<file path="config.mk">
export PLATFORM = sky130hd
export DESIGN_NAME = int64_to_decimal_text_core
export DESIGN_NICKNAME = d
export VERILOG_FILES = /design/src/rtl/i64dt_pkg.sv /design/src/rtl/i64dt_shift_unit.sv /design/src/rtl/int64_to_decimal_text_core.sv
export SDC_FILE = /design/constraint.sdc
export NUM_CORES = 1
export LEC_CHECK = 0
export BUFFER_PORTS_ARGS = -buffer_cell sky130_fd_sc_hd__buf_4
export CORE_UTILIZATION = 40
export CTS_CLUSTER_DIAMETER = 60
export DETAILED_ROUTE_END_ITERATION = 8
export PLACE_DENSITY_LB_ADDON = 0.15
export SYNTH_ARGS = -nofsm -noshare
export SYNTH_HDL_FRONTEND = slang
export SYNTH_SLANG_ARGS = --single-unit
</file>
<file path="constraint.sdc">
create_clock -name clk -period 6.65 [get_ports clk]
set_clock_uncertainty 0.05 [all_clocks]
set_input_delay 0.665 -clock clk [delete_from_list [all_inputs] [get_ports clk]]
set_output_delay 0.665 -clock clk [all_outputs]
set_load 0.01 [all_outputs]
</file>
<file path="src/rtl/i64dt_pkg.sv">
`timescale 1ns / 1ps
// ----------------------------------------------------------------------------
// i64dt_pkg: shared types and constants for the decimal text converter
// Widths of the binary and bcd words, ascii codes, sequencer states and the
// mode select of the shared shift unit.
// ----------------------------------------------------------------------------
package i64dt_pkg;

    localparam int BIN_W      = 64;
    localparam int NUM_DIGITS = 20;
    localparam int BCD_W      = NUM_DIGITS * 4;
    localparam int CNT_W      = $clog2(BIN_W);
    localparam int LEFT_W     = $clog2(NUM_DIGITS + 1);

    localparam logic [7:0] CHAR_MINUS = 8'd45;
    localparam logic [7:0] CHAR_ZERO  = 8'd48;

    typedef enum logic [1:0] {
        ST_IDLE,
        ST_CONVERT,
        ST_SKIP,
        ST_EMIT
    } state_t;

    typedef enum logic {
        SHIFT_DABBLE,
        SHIFT_DIGIT
    } shift_mode_t;

endpackage

</file>
<file path="src/rtl/i64dt_shift_unit.sv">
`timescale 1ns / 1ps
// ----------------------------------------------------------------------------
// i64dt_shift_unit: shared bcd shift unit
// One double-dabble step (add 3 to every digit of 5 or more, then shift in
// one binary bit), or a shift left by one whole digit.
// ----------------------------------------------------------------------------
module i64dt_shift_unit (
    input  i64dt_pkg::shift_mode_t         mode,
    input  logic                           bit_in,
    input  logic [i64dt_pkg::BCD_W-1:0]    bcd_in,
    output logic [i64dt_pkg::BCD_W-1:0]    bcd_out
);
    import i64dt_pkg::*;

    logic [BCD_W-1:0] adjusted;

    // digits are independent, so this loop is parallel logic
    always_comb
    begin
        for (int i = 0; i < NUM_DIGITS; i++)
        begin
            if (bcd_in[4*i +: 4] >= 4'd5)
                adjusted[4*i +: 4] = bcd_in[4*i +: 4] + 4'd3;
            else
                adjusted[4*i +: 4] = bcd_in[4*i +: 4];
        end
    end

    always_comb
    begin
        unique case (mode)
            SHIFT_DABBLE: bcd_out = {adjusted[BCD_W-2:0], bit_in};
            SHIFT_DIGIT:  bcd_out = {bcd_in[BCD_W-5:0], 4'd0};
            default:      bcd_out = bcd_in;
        endcase
    end

endmodule

</file>
<file path="src/rtl/int64_to_decimal_text_core.sv">
`timescale 1ns / 1ps
// ----------------------------------------------------------------------------
// int64_to_decimal_text_core: signed 64-bit integer to decimal ascii text
// Converts the magnitude to bcd by double dabble, drops leading zeros and
// sends a minus sign (if negative) and the digits, most significant first.
// ----------------------------------------------------------------------------
//
//  channel  signals                         direction  item
//  -------  ------------------------------  ---------  ------------------------
//  input    in_valid, in_stall, value       in         one signed 64-bit number
//  output   out_valid, out_stall,           out        one ascii character,
//           char_code, last                            last on the final one
//
// an item is accepted, then converted by double dabble on the shared shift
// unit, one step per magnitude bit; then its leading zero digits are dropped
// and the characters are sent, the minus sign first; dropped zeros and digits
// always make 20.
// reset clears the sequencer only; no clearing pass is needed.
// in_stall is high from accept until the last character is taken; out_stall
// simply holds the current character.
module int64_to_decimal_text_core (
    input  logic                           clk,
    input  logic                           rst_n,
    input  logic                           in_valid,
    output logic                           in_stall,
    input  logic signed [63:0]             value,
    output logic                           out_valid,
    input  logic                           out_stall,
    output logic [7:0]                     char_code,
    output logic                           last
);
    import i64dt_pkg::*;

    localparam logic [CNT_W-1:0]  LAST_BIT   = CNT_W'(BIN_W - 1);
    localparam logic [LEFT_W-1:0] ALL_DIGITS = LEFT_W'(NUM_DIGITS);
    localparam logic [LEFT_W-1:0] ONE_LEFT   = LEFT_W'(1);

    state_t            state_reg, state_next;
    logic [BIN_W-1:0]  mag_reg, mag_next;         // magnitude, shifted out msb first
    logic [BCD_W-1:0]  bcd_reg, bcd_next;         // bcd digits, leading digit on top
    logic [CNT_W-1:0]  cnt_reg, cnt_next;         // dabble step count
    logic [LEFT_W-1:0] left_reg, left_next;       // digits still to send or drop
    logic              sign_reg, sign_next;       // minus sign still to send

    shift_mode_t       unit_mode;
    logic [BCD_W-1:0]  unit_out;
    logic [3:0]        top_digit;

    i64dt_shift_unit u_shift (
        .mode    (unit_mode),
        .bit_in  (mag_reg[BIN_W-1]),
        .bcd_in  (bcd_reg),
        .bcd_out (unit_out)
    );

    assign top_digit = bcd_reg[BCD_W-1 -: 4];

    // outputs come straight from registers, so they hold under stall
    assign in_stall  = (state_reg != ST_IDLE);
    assign out_valid = (state_reg == ST_EMIT);
    assign char_code = sign_reg ? CHAR_MINUS : (CHAR_ZERO + {4'd0, top_digit});
    assign last      = !sign_reg && (left_reg == ONE_LEFT);

    always_ff @(posedge clk or negedge rst_n)
    begin
        if (!rst_n)
        begin
            state_reg <= ST_IDLE;
            sign_reg  <= 1'b0;
            cnt_reg   <= '0;
            left_reg  <= '0;
        end
        else
        begin
            state_reg <= state_next;
            sign_reg  <= sign_next;
            cnt_reg   <= cnt_next;
            left_reg  <= left_next;
        end
    end

    // datapath registers need no reset
    always_ff @(posedge clk)
    begin
        mag_reg <= mag_next;
        bcd_reg <= bcd_next;
    end

    always_comb
    begin
        state_next = state_reg;
        mag_next   = mag_reg;
        bcd_next   = bcd_reg;
        cnt_next   = cnt_reg;
        left_next  = left_reg;
        sign_next  = sign_reg;
        unit_mode  = SHIFT_DIGIT;

        unique case (state_reg)
            ST_IDLE:
            begin
                if (in_valid)
                begin
                    // two's complement negate also covers the most negative value
                    sign_next  = value[BIN_W-1];
                    mag_next   = value[BIN_W-1] ? (~value + 64'd1) : value;
                    bcd_next   = '0;
                    cnt_next   = '0;
                    state_next = ST_CONVERT;
                end
            end

            ST_CONVERT:
            begin
                unit_mode = SHIFT_DABBLE;
                bcd_next  = unit_out;
                mag_next  = {mag_reg[BIN_W-2:0], 1'b0};
                cnt_next  = cnt_reg + CNT_W'(1);
                if (cnt_reg == LAST_BIT)
                begin
                    left_next  = ALL_DIGITS;
                    state_next = ST_SKIP;
                end
            end

            ST_SKIP:
            begin
                // drop leading zeros, keeping at least one digit for zero
                if (top_digit == 4'd0 && left_reg != ONE_LEFT)
                begin
                    bcd_next  = unit_out;
                    left_next = left_reg - ONE_LEFT;
                end
                else
                begin
                    state_next = ST_EMIT;
                end
            end

            ST_EMIT:
            begin
                if (!out_stall)
                begin
                    if (sign_reg)
                    begin
                        sign_next = 1'b0;
                    end
                    else
                    begin
                        bcd_next  = unit_out;
                        left_next = left_reg - ONE_LEFT;
                        if (left_reg == ONE_LEFT)
                            state_next = ST_IDLE;
                    end
                end
            end

            default:
            begin
                state_next = ST_IDLE;
            end
        endcase
    end

endmodule
</file>
; After elaboration in Yosys (flattened, before gate mapping)
; Index checks and enable logic that the tools add are counted.
[totals]
regBits = 158
in_bits = 68
wordCells = 126
[op_classes]
addsub = 24
order_cmp = 20
n_eq_ne = 13
mux = 48
bitwise = 1
reduce_logical = 14
[op_table]
columns = operator, n
row1 = $mux W80, 4
row2 = $pmux W80 S4, 1
row3 = $pmux W80 S2, 1
row4 = $mux W64, 2
row5 = $pmux W64 S2, 1
row6 = $ge A4 B3 Y1 const B, 20
row7 = $add A4 B2 Y4 const B, 19
row8 = $mux W4, 19
row9 = $add A64 B1 Y64 const B, 1
row10 = $not A64 Y64, 1
row11 = $mux W5, 4
row12 = $pmux W5 S3, 1
row13 = $mux W2, 6
row14 = $ne A2 B2 Y1 const B, 6
row15 = $pmux W6 S2, 1
row16 = $pmux W2 S4, 1
row17 = $add A6 B4 Y7 const A, 1
row18 = $mux W7, 1
row19 = $add A6 B1 Y6 const B, 1
row20 = $eq A6 B6 Y1 const B, 1
row21 = $mux W6, 1
row22 = $reduce_and A6 Y1, 1
row23 = $reduce_bool A2 Y1, 3
row24 = $eq A5 B1 Y1 const B, 1
row25 = other kinds (18), 22

; Depth between registers and ports, before layout
; Gate-level depths: netlist (run 1).
[depth]
ltp_word = 6
ltp_mapped = 9
ltp_nobuf = 8

; By module
; From an unflattened synthesis (run 1), not the netlist that was laid out.
[hier_totals]
hier_cells = 1268
area_unflattened_um2 = 11647.4
[modules_own_cells]
columns = module, n_inst, cells_per_inst, area_each_um2, seq_area_each_um2
row1 = int64_to_decimal_text_core, 1, 754, 8320.5, 4674.5
row2 = i64dt_shift_unit, 1, 514, 3326.9, 0.0

; Worst setup path before layout (run 1)
; Ideal clock, no wire load.
[synth_timing]
path_kind = flip-flop to flip-flop
start = register left_reg[0]
end = register bcd_reg[0], enable pin
arrival_time_ns = 4.701
path_slack_ns = 1.371
stages_incl_launch_ff = 6
path_buffers = 0
path_cell_list = dfrtp_1 -> ha_1 -> nor4b_1 -> nor4b_1 -> o21ai_0 -> nor2b_1
[synth_between]
elab_chain_len = 4
[synth_rtl]
columns = element, line_no
row1 = from (decl), int64_to_decimal_text_core.sv:42  ; logic [LEFT_W-1:0] left_reg, left_next;
row2 = from (signal assigned), int64_to_decimal_text_core.sv:78  ; left_reg <= left_next;
row3 = $ne A5 B1 Y1, int64_to_decimal_text_core.sv:129  ; if (top_digit == 4'd0 && left_reg != ONE_LEFT)
row4 = $logic_and A1 B1 Y1, int64_to_decimal_text_core.sv:129
row5 = $ne A2 B2 Y1 (no line), n/a
row6 = $reduce_and A4 Y1 (no line), n/a
row7 = to (signal assigned), int64_to_decimal_text_core.sv:86  ; bcd_reg <= bcd_next;
row8 = to (decl), int64_to_decimal_text_core.sv:40  ; logic [BCD_W-1:0] bcd_reg, bcd_next;
; No other way between the ends.
; A chain may end at the register's enable or synchronous reset.

; Worst setup path after layout (run 1)
[layout_timing]
start = input value[4]
end = register mag_reg[57], data pin
[layout_between]
elab_chain_len = 5
[layout_rtl]
columns = element, line_no
row1 = from (decl), int64_to_decimal_text_core.sv:26  ; input logic signed [63:0] value,
row2 = $not A64 Y64, int64_to_decimal_text_core.sv:106  ; mag_next = value[BIN_W-1] ? (~value + 64'd1) : value;
row3 = $add A64 B1 Y64, int64_to_decimal_text_core.sv:106
row4 = $mux W64, int64_to_decimal_text_core.sv:106
row5 = $mux W64, int64_to_decimal_text_core.sv:102  ; if (in_valid)
row6 = $pmux W64 S2, int64_to_decimal_text_core.sv:99  ; unique case (state_reg)
row7 = net mag_next[57], int64_to_decimal_text_core.sv:39  ; logic [BIN_W-1:0] mag_reg, mag_next;
row8 = to (signal assigned), int64_to_decimal_text_core.sv:85  ; mag_reg <= mag_next;
row9 = to (decl), int64_to_decimal_text_core.sv:39
; The timed path passes the listed nets, and every way through them passes these cells. The select of a mux whose other input is x is not followed.

==> Implementation_results.wiki, run 1 <==
{| class="wikitable"
! Metric !! Value
|-
| Count leader, synth || sky130_fd_sc_hd__edfxtp_1
|-
| Area leader, netlist || sky130_fd_sc_hd__edfxtp_1
|-
| Die H || 164 um
|-
| Number of flops mapped to enable cells by yosys || 144
|-
| Unique masters post-synth || 57
|-
| Main combinational cell family by area after synthesis || simple AND/OR/NAND/NOR gates
|-
| Max stage delay on crit path || 0.70 ns
|-
| Area fraction of the dominant cell type after synthesis || 0.413
|-
| Setup repair after global routing missed its margin || false
|-
| Max Cap Viol || 0
|-
| Worst-case vdd ir drop || 0.138 mV
|-
| Slew at the pin closest to its max-slew limit || 0.918 ns
|-
| Crit path arrival time || 3.98 ns
|-
| Clock Root Buffer || sky130_fd_sc_hd__clkbuf_16
|-
| Synth async-reset ratio || 0.0886
|-
| Crit-path max FO || 13
|-
| Static Leakage || 4.91 nW
|-
| Ratio of cells with drive above 1 in the final layout || 0.121
|-
| Post-placement cell count || 1477
|-
| Period Utilization, post-route || 0.560
|-
| Final hold vios || 0
|-
| Clock slew at the register clock pins of the worst setup and hold paths || 0.07 ns
|-
| Chip width || 164 um
|-
| Initial Util || 0.412
|-
| Count of hold buffers inserted by post-cts repair || 0
|-
| Net count of the finished layout || 1283
|-
| Synth Area in Adders || 0.0586
|-
| Crit-path slowest cell || sky130_fd_sc_hd__or4_1
|-
| Endpoint required time on the critical path || 6.90 ns
|-
| Combined area of all synthesized cells || 10500 um2
|-
| Die Area || 26800 um2
|-
| Start-to-end type of the worst setup path || primary input to register
|-
| Overflow left after global routing || 0
|-
| Ordered list of cells on the worst path || buf_4 -> or4_1 -> nor4_1 -> nand3_1 -> or4_1 -> or4_1 -> nand3_1
|-
| Number of fill cells in the layout || 2448
|-
| Clock latency on the worst-skew pair || 0.43 ns
|-
| Post-synthesis compound-gate area fraction || 0.169
|-
| Crit path max-delay family || simple AND/OR/NAND/NOR gates
|-
| Violation count after the first detailed-route iteration || 510
|-
| Slew margin rel. || 0.383
|-
| Buffers on Ports || 75
|-
| Antenna cells || 0
|-
| Multi-input gate area || 5330 um2
|-
| Setup crit start kind || primary input
|-
| First-pass GRT wire length || 37.8 mm
|-
| CP Buf/Inv Count || 1
|-
| Multiplexer fraction of the synthesized cell area || 0.0384
|-
| Sequential cell area || 4670 um2
|-
| I/O pin total || 79
|-
| CP most frequent cell || sky130_fd_sc_hd__or4_1
|-
| Post-CTS resize count || 0
|-
| Synth Area in Simple Gates || 0.172
|-
| CTS tree || done
|-
| Cell Pwr Density || 189 nW/um2
|-
| Flip-flop count of the largest register after layout || 80
|-
| Leading register cell type out of synthesis || sky130_fd_sc_hd__edfxtp_1
|-
| Wire length per cell || 15.2 um
|-
| Fraction of synthesized cell area in xor and xnor cells || 0.0687
|-
| Highest achievable clock rate || 268 MHz
|-
| Remaining antenna violation count after routing || 0
|-
| DR DRC count || 0
|-
| CTS H-tree depth || 4
|-
| Synthesis-stage register bit count || 158
|-
| Number of CTS-inserted buffers || 17
|-
| Type of the tightest min-delay check || primary input to asynchronous set/reset pin
|-
| Row cnt || 58
|-
| Setup total negative slack || 0 ns
|-
| Sum of routed wire length over all layers || 23.0 mm
|-
| Stages on worst setup path || 7
|-
| Largest net degree at the start of global routing || 101
|-
| Post-CTS setup buffers || 0
|-
| Critical path endpoint category || register
|-
| First-pass detailed-route iteration total || 5
|-
| Vias after detailed routing || 8255
|-
| Run status || finished clean
|-
| Maximum clock path buffer count || 2
|-
| Mean cell area of the mapped netlist || 9.36 um2
|-
| Clock sink count || 158
|-
| Number of standard cells after synthesis || 1117
|-
| Number of antenna violations at the first check in global routing || 0
|-
| Total half-perimeter wirelength after legalization and detailed placement || 15.3 mm
|-
| Vias/cell || 5.47
|-
| Sequential area share after synthesis || 0.447
|-
| Layout overhead on the synthesized area || 14.0%
|-
| All-Layer GR Usage || 0.176
|-
| Minimum period implied by the final worst setup slack || 3.73 ns
|-
| Via count of the first global-routing pass || 7657
|-
| Final-report setup violation count || 0
|-
| Final number of max-transition violations || 0
|-
| Biggest area contributors in the synthesized netlist || sky130_fd_sc_hd__edfxtp_1 41%, sky130_fd_sc_hd__ha_1 5.9%, sky130_fd_sc_hd__nor2_1 5.1%, sky130_fd_sc_hd__o21ai_0 4.3%, sky130_fd_sc_hd__nand2_1 4.1%
|-
| Top cells by instance count after synthesis || 144 x sky130_fd_sc_hd__edfxtp_1, 142 x sky130_fd_sc_hd__nor2_1, 113 x sky130_fd_sc_hd__nand2_1, 90 x sky130_fd_sc_hd__o21ai_0, 71 x sky130_fd_sc_hd__inv_1
|-
| Synthesis Warnings || 0
|-
| Worst R2R Path Depth || 6
|-
| Final RePlAce weighted congestion || 0.888
|-
| Placement Setup Slack || 2.56 ns
|-
| Final worst-path setup slack || 2.92 ns
|-
| Number of standard cells in the layout, taps in and fillers out || 1509
|-
| Area of the core || 25400 um2
|}
where the power goes:
group	internal (mW)	switching (mW)	total (mW)
Clock	0.667	0.408	1.08
Sequential	1.07	0	1.07
Combinational	0.0535	0.0592	0.113
Total	1.79	0.467	2.26
routing by layer:
metal  part of all wire  up-vias  global-route usage
li1                   -     4140                   -
met2               0.45      213               0.281
met5                  0        -                   0
met1               0.48     3870               0.240
met4              0.020        0              0.0589
met3              0.047       32              0.0321
kinds of logic after synthesis:
logic type	count (synthesis)
AO/OA/AOI/OAI	279
XOR/XNOR	82
adder cells (fa/ha/maj)	49
buffers and inverters	123
flip-flops	158
multiplexers	38
other	2
AND/OR/NAND/NOR	386
stage by stage:
stage          hold slack, ns  area, um2  utilization  total power [mW]
2_1_floorplan           0.319      10500            -              1.14
3_5_place_dp            0.463      11300        0.445              1.20
5_1_grt                0.0294      11900        0.470              2.32
4_1_cts                0.0174      11900        0.470              2.28
6_report               0.0252      11900        0.470              2.26
3_3_place_gp            0.456      11300        0.445              1.20
area by class of cell:
cell class | instances | share of cell area
multi-input cells | 837 | 0.447
flip-flops and latches | 158 | 0.392
repair buffers | 81 | 0.0510
clock buffers | 21 | 0.0369
well taps | 330 | 0.0346
inverters | 71 | 0.0224
clock inverters | 11 | 0.0163
layout by cell type (no fill, tap or decap), drive strengths merged, types with 5 or more instances in the layout:
cell type | synthesis | final
a211o | 5 | 5
a21oi | 63 | 63
a311oi | 18 | 18
a31oi | 30 | 30
and3 | 6 | 6
buf | 11 | 81
bufinv | 0 | 5
clkbuf | 41 | 21
clkinv | 0 | 6
dfrtp | 14 | 14
edfxtp | 144 | 144
ha | 49 | 49
inv | 71 | 70
mux2 | 17 | 17
mux2i | 21 | 21
nand2 | 113 | 113
nand2b | 26 | 26
nand3 | 18 | 18
nor2 | 142 | 142
nor3 | 10 | 10
nor4 | 11 | 11
o21a | 12 | 12
o21ai | 90 | 90
o31ai | 21 | 21
o32a | 12 | 12
o41ai | 12 | 12
or2 | 6 | 6
or3 | 20 | 20
or4 | 17 | 17
xnor2 | 40 | 40
xor2 | 42 | 42
worst paths after layout:
check                                          from                  endpoint  slack, ns
max                                        value[4]     mag_reg[57]$_DFFE_PP_       2.92
min                                           rst_n  state_reg[1]$_DFFE_PN0P_       0.03
max reg2reg                state_reg[1]$_DFFE_PN0P_     mag_reg[50]$_DFFE_PP_       3.30
min reg2reg                   mag_reg[19]$_DFFE_PP_     mag_reg[20]$_DFFE_PP_       0.47
max in group asynchronous                     rst_n   left_reg[3]$_DFFE_PN0P_       6.33
min in group clk              mag_reg[19]$_DFFE_PP_     mag_reg[20]$_DFFE_PP_       0.47
Power figures use the tool's default switching activity.
==> inputs of run 2 (changes only) <==
- clock period: 6.65 -> 3.7 ns (I/O delays scaled with it)
==> run 2 against run 1 <==
Register-to-register slack got worse by 2.2 ns. Non-clock buffer count is 9 higher. Core utilization is 0.19 points higher. Largest power group is now registers. Clock power is 60% higher. Wire length increased by 1.4%. Cell count rose by 0.60%. Design area is 0.40% higher. Critical path depth is the same. Combinational power is 81% higher. Largest cell class unchanged. Die area is the same.
==> Implementation_results.wiki, run 2 (synthesis results as in run 1) <==
{| class="wikitable"
! Metric !! Value
|-
| Run status || finished clean
|-
| Wire length per cell || 15.4 um
|-
| Final-report setup violation count || 0
|-
| Worst-case vdd ir drop || 0.207 mV
|-
| Slew at the pin closest to its max-slew limit || 0.885 ns
|-
| Sum of routed wire length over all layers || 23.3 mm
|-
| End of the worst register-to-register path || bcd_reg[12]$_SDFFCE_PP0P_
|-
| Metal1 wirelength || 11.1 mm
|-
| Uppermost layer routed || met4
|-
| Overflow left after global routing || 0
|-
| Vias/cell || 5.42
|-
| Setup repair after global routing missed its margin || false
|-
| Largest net degree at the start of global routing || 113
|-
| Number of fill cells in the layout || 2461
|-
| First-pass detailed-route iteration total || 5
|-
| First-pass GRT wire length || 39.2 mm
|-
| Endpoint required time on the critical path || 3.94 ns
|-
| Final Cell Area || 12000 um2
|-
| Amount of wire on met2 after detailed routing || 10.7 mm
|-
| Post-CTS setup buffers || 0
|-
| Row cnt || 58
|-
| Detailed route wirelength on metal3 || 1.15 mm
|-
| Minimum period implied by the final worst setup slack || 2.85 ns
|-
| CTS tree || done
|-
| Ratio of cells with drive above 1 in the final layout || 0.128
|-
| Maximum clock path buffer count || 2
|-
| Count of hold buffers inserted by post-cts repair || 1
|-
| Static Leakage || 4.94 nW
|-
| Placement Setup Slack || 0.437 ns
|-
| Clock latency on the worst-skew pair || 0.43 ns
|-
| Worst R2R Path Depth || 7
|-
| Max stage delay on crit path || 0.56 ns
|-
| Antenna cells || 0
|-
| Final RePlAce weighted congestion || 0.878
|-
| Placement-stage cell area || 11400 um2
|-
| Final worst-path setup slack || 0.855 ns
|-
| R2r startpoint || state_reg[1]$_DFFE_PN0P_
|-
| Chip width || 164 um
|-
| Die H || 164 um
|-
| Layout overhead on the synthesized area || 14.5%
|-
| Total half-perimeter wirelength after legalization and detailed placement || 15.4 mm
|-
| Clock slew at the register clock pins of the worst setup and hold paths || 0.07 ns
|-
| Ordered list of cells on the worst path || buf_4 -> or4_4 -> or4_4 -> or3_4 -> or4_1 -> or4_1 -> nand3_1
|-
| Via count of the first global-routing pass || 7825
|-
| I/O pin total || 79
|-
| End point of the most critical hold path || sign_reg$_DFFE_PN0P_
|-
| Cell Pwr Density || 321 nW/um2
|-
| Remaining antenna violation count after routing || 0
|-
| CTS H-tree depth || 4
|-
| Most frequent cells in the layout || 144 x sky130_fd_sc_hd__edfxtp_1, 142 x sky130_fd_sc_hd__nor2_1, 113 x sky130_fd_sc_hd__nand2_1
|-
| Slew margin rel. || 0.410
|-
| All-Layer GR Usage || 0.182
|-
| Critical path endpoint category || register
|-
| Flop2flop setup slack || 1.12 ns
|-
| Crit path arrival time || 3.08 ns
|-
| Start-to-end type of the worst setup path || primary input to register
|-
| Clock Root Buffer || sky130_fd_sc_hd__clkbuf_16
|-
| Violation count after the first detailed-route iteration || 641
|-
| Period Utilization, post-route || 0.769
|-
| Max Cap Viol || 0
|-
| Buffers on Ports || 75
|-
| WHS Path Cells || 3
|-
| DR DRC count || 0
|-
| Hold path startpoint || out_stall
|-
| Crit-path slowest cell || sky130_fd_sc_hd__or4_4
|-
| Highest achievable clock rate || 351 MHz
|-
| Initial Util || 0.412
|-
| Final number of max-transition violations || 0
|-
| Flip-flop count of the largest register after layout || 80
|-
| Setup total negative slack || 0 ns
|-
| Post-CTS resize count || 0
|-
| Clock sink count || 158
|-
| Number of antenna violations at the first check in global routing || 0
|-
| Die Area || 26800 um2
|-
| Most frequent standard cell in the layout excluding fill and tap cells || sky130_fd_sc_hd__edfxtp_1
|-
| Type of the tightest min-delay check || primary input to register
|-
| Net count of the finished layout || 1292
|-
| Setup crit start kind || primary input
|-
| Total Power Consumption || 3.85 mW
|-
| Number of CTS-inserted buffers || 17
|-
| Area of the core || 25400 um2
|-
| Final hold vios || 0
|-
| Crit-path max FO || 7
|-
| Vias after detailed routing || 8223
|}
==> run 2: cell count changes in the layout (fill, tap and decap cells not counted), sizes merged <==
cell         delta
bufinv          -4
inv             +6
clkinv          -1
clkinvlp        +2
dlygate4sd3     +1
clkbuf          -3
buf             +8
==> run 2: routing by layer <==
metal,vias up,GRT usage
li1,4159,-
met1,3864,0.241
met2,177,0.302
met3,23,0.0328
met4,0,0.0543
met5,-,0
==> run 2: worst max-delay path: cells and delay by family <==
| family | cells | cell delay (ns) |
|---|---|---|
| simple gates | 6 | 2.59 |
| buf+inv | 1 | 0.12 |
==> run 2: area by class of cell <==
cell class,count,area [um2],area share
flip-flops and latches,158,4670,0.390
clock inverters,14,133,0.0111
inverters,71,268,0.0224
repair buffers,90,728,0.0608
well taps,330,413,0.0345
multi-input cells,837,5330,0.445
clock buffers,18,429,0.0358
==> run 2: power by group <==
group          total (mW)  leakage, nW  internal (mW)  switching [mW]
Combinational       0.204         2.83         0.0972           0.107
Clock                1.73        0.265          0.939           0.787
Sequential           1.92         1.85           1.92               0
==> run 2: stage by stage <==
step | std cells | hold slack [ns] | util
global placement | 1485 | 0.192 | 0.449
global route | 1518 | 0.207 | 0.471
finish | 1518 | 0.197 | 0.471
detailed placement | 1485 | 0.189 | 0.449
floorplan | 1118 | 0.0244 | -
CTS | 1518 | 0.189 | 0.471
==> run 2: worst max-delay path by stage <==
stage | slack, ns | end | cells after the start | start
final | 0.85 | mag_reg[57]$_DFFE_PP_ | 7 | value[24]
after global routing | 0.76 | mag_reg[57]$_DFFE_PP_ | 7 | value[24]
after CTS | 0.88 | mag_reg[57]$_DFFE_PP_ | 7 | value[24]
after detailed placement | 0.44 | mag_reg[57]$_DFFE_PP_ | 7 | value[24]
after global placement | 0.48 | mag_reg[57]$_DFFE_PP_ | 7 | value[24]
after floorplan | 0.64 | mag_reg[57]$_DFFE_PP_ | 7 | value[24]
==> inputs of run 3 (changes only) <==
- ABC_AREA: unset -> 1
- clock period: 3.7 -> 2.9 ns (I/O delays scaled with it)
==> run 3 against run 2 <==
Setup slack got worse by 0.20 ns. Via count increased by 18%. Critical path type is now register to register. Synthesized cell count increased by 32%. Highest routed layer unchanged. Sequential share of layout area decreased by 2.5 points. Clock power increased by 50%. Global-route usage increased by 1.7 points. Hold slack got worse by 0.062 ns. Critical path depth unchanged. Flip-flop and latch count unchanged.
==> Implementation_results.wiki, run 3 <==
{| class="wikitable"
! Metric !! Value
|-
| WHS Path Cells || 3
|-
| Clock slew at the register clock pins of the worst setup and hold paths || 0.06 ns
|-
| Chip width || 169 um
|-
| Synthesis Warnings || 0
|-
| Uppermost layer routed || met4
|-
| Final worst-path setup slack || 0.655 ns
|-
| Clock Root Buffer || sky130_fd_sc_hd__clkbuf_16
|-
| Antenna cells || 0
|-
| Combined area of all synthesized cells || 11100 um2
|-
| Most frequent cells in the layout || 339 x sky130_fd_sc_hd__nand2_1, 185 x sky130_fd_sc_hd__nor2_1, 184 x sky130_fd_sc_hd__inv_1
|-
| Setup repair after global routing missed its margin || false
|-
| Unique masters post-synth || 47
|-
| Metal1 wirelength || 13.0 mm
|-
| Row cnt || 60
|-
| All-Layer GR Usage || 0.200
|-
| Die H || 169 um
|-
| First-pass GRT wire length || 45.7 mm
|-
| Worst-case vdd ir drop || 0.601 mV
|-
| Buffers on Ports || 75
|-
| Worst R2R Path Depth || 7
|-
| Synthesis-stage register bit count || 158
|-
| Flop2flop setup slack || 0.65 ns
|-
| Setup total negative slack || 0 ns
|-
| CTS H-tree depth || 4
|-
| Post-placement cell count || 1884
|-
| Most frequent standard cell in the layout excluding fill and tap cells || sky130_fd_sc_hd__nand2_1
|-
| Cell Pwr Density || 1090 nW/um2
|-
| Die Area || 28500 um2
|-
| Flip-flop count of the largest register after layout || 80
|-
| Vias after detailed routing || 9681
|-
| Clock latency on the worst-skew pair || 0.42 ns
|-
| Number of flops mapped to enable cells by yosys || 144
|-
| Source of the critical timing path || state_reg[0]$_DFFE_PN0P_
|-
| Final number of max-transition violations || 0
|-
| DR DRC count || 0
|-
| Endpoint required time on the critical path || 2.95 ns
|-
| Static Leakage || 5.60 nW
|-
| Maximum clock path buffer count || 2
|-
| End point of the most critical hold path || mag_reg[0]$_SDFFCE_PP0P_
|-
| Final hold vios || 0
|-
| Synth async-reset ratio || 0.0886
|-
| Number of fill cells in the layout || 2721
|-
| Type of the tightest min-delay check || primary input to register
|-
| Amount of wire on met2 after detailed routing || 13.4 mm
|-
| Vias/cell || 5.05
|-
| Post-CTS resize count || 0
|-
| Wire length per cell || 14.4 um
|-
| Layout overhead on the synthesized area || 15.0%
|-
| Minimum period implied by the final worst setup slack || 2.25 ns
|-
| End of the worst register-to-register path || mag_reg[1]$_DFFE_PP_
|-
| Ratio of cells with drive above 1 in the final layout || 0.104
|-
| Biggest area contributors in the synthesized netlist || sky130_fd_sc_hd__edfxtp_1 39%, sky130_fd_sc_hd__nand2_1 11%, sky130_fd_sc_hd__o21ai_0 6.4%, sky130_fd_sc_hd__nor2_1 6.3%, sky130_fd_sc_hd__inv_1 6.2%
|-
| Number of standard cells after synthesis || 1475
|-
| Sequential area share after synthesis || 0.420
|-
| First-pass detailed-route iteration total || 5
|-
| Critical path endpoint category || register
|-
| Largest net degree at the start of global routing || 101
|-
| Remaining antenna violation count after routing || 0
|-
| Slew margin rel. || 0.536
|-
| Max Cap Viol || 0
|-
| Slew at the pin closest to its max-slew limit || 0.696 ns
|-
| Violation count after the first detailed-route iteration || 670
|-
| Setup crit start kind || register
|-
| I/O pin total || 79
|-
| Number of standard cells in the layout, taps in and fillers out || 1917
|-
| Start-to-end type of the worst setup path || register to register
|-
| CTS tree || done
|-
| Number of CTS-inserted buffers || 17
|-
| Final-report setup violation count || 0
|-
| Mean cell area of the mapped netlist || 7.55 um2
|-
| Count leader, synth || sky130_fd_sc_hd__nand2_1
|-
| Detailed route wirelength on metal3 || 933 um
|-
| Via count of the first global-routing pass || 9345
|-
| Period Utilization, post-route || 0.774
|-
| Leading register cell type out of synthesis || sky130_fd_sc_hd__edfxtp_1
|-
| Final RePlAce weighted congestion || 0.876
|-
| Highest achievable clock rate || 445 MHz
|-
| Initial Util || 0.411
|-
| Total half-perimeter wirelength after legalization and detailed placement || 19.4 mm
|-
| Number of antenna violations at the first check in global routing || 0
|-
| Post-CTS setup buffers || 0
|-
| Net count of the finished layout || 1649
|-
| Crit path arrival time || 2.30 ns
|-
| Area leader, netlist || sky130_fd_sc_hd__edfxtp_1
|-
| Hold path startpoint || value[0]
|-
| Sum of routed wire length over all layers || 27.6 mm
|-
| Overflow left after global routing || 0
|-
| Crit-path max FO || 51
|-
| Worst hold-check slack || 0.135 ns
|-
| R2r startpoint || state_reg[0]$_DFFE_PN0P_
|-
| Clock sink count || 158
|-
| Area of the core || 27100 um2
|-
| Top cells by instance count after synthesis || 339 x sky130_fd_sc_hd__nand2_1, 186 x sky130_fd_sc_hd__nor2_1, 185 x sky130_fd_sc_hd__inv_1, 144 x sky130_fd_sc_hd__edfxtp_1, 143 x sky130_fd_sc_hd__o21ai_0
|-
| Area fraction of the dominant cell type after synthesis || 0.388
|-
| Placement Setup Slack || 0.645 ns
|-
| Run status || finished clean
|}
run 3: logic make-up after synthesis:
group,synth area share
DFF,0.420
buffers and inverters,0.0850
xor gates and xnor gates,0.0369
other,0.000674
and+or+nand+nor,0.261
AOI/OAI and AO/OA,0.141
adders and majority gates,0.0550
run 3: layer usage:
metal,vias to the layer above,GRT usage
li1,4971,-
met1,4507,0.263
met2,177,0.343
met3,26,0.0304
met4,0,0.0462
met5,-,0
run 3: cell type report:
type	instances	area [um2]	share of cell area
clock buffer	17	425	0.0332
clock inverter	15	240	0.0188
inverter	189	713	0.0557
multi-input combinational	1079	5550	0.433
sequential	158	4670	0.365
tap	372	465	0.0363
timing repair buffer	87	743	0.0580
run 3: what timing repair did:
item,CTS,global route
hold buffers,1,0
endpoints found under the setup margin,0,0
hold endpoints to repair,14,0
run 3: how the worst max path moves through the flow:
stage / endpoint / slack (ns) / cells after the start
after CTS: mag_reg[38]$_DFFE_PP_ / 0.63 / 7
final: mag_reg[1]$_DFFE_PP_ / 0.65 / 7
after global placement: mag_reg[10]$_DFFE_PP_ / 0.74 / 7
after detailed placement: mag_reg[10]$_DFFE_PP_ / 0.64 / 7
after global routing: mag_reg[38]$_DFFE_PP_ / 0.47 / 7
after floorplan: mag_reg[0]$_SDFFCE_PP0P_ / 0.10 / 6
run 3: per-stage QoR:
stage          total power, mW  utilization  cell area, um2
2_1_floorplan             9.62            -           11200
3_3_place_gp              11.4        0.448           12100
3_5_place_dp              11.5        0.448           12100
4_1_cts                   14.2        0.473           12800
5_1_grt                   15.3        0.473           12800
6_report                  14.0        0.473           12800
run 3: power breakdown:
group / switching, mW / internal, mW / total, mW
clock: 0.978 / 1.62 / 2.59
combinational: 4.15 / 2.13 / 6.28
sequential: 0.690 / 4.44 / 5.13
run 3: worst max-delay path: stages (launching register included):
cell and delay, ns:
sky130_fd_sc_hd__dfrtp_1 0.41, sky130_fd_sc_hd__inv_1 0.11, sky130_fd_sc_hd__ha_1 0.23, sky130_fd_sc_hd__inv_1 0.09, sky130_fd_sc_hd__or2_1 0.17, sky130_fd_sc_hd__o21ai_1 0.18, sky130_fd_sc_hd__inv_2 0.33, sky130_fd_sc_hd__buf_12 0.31
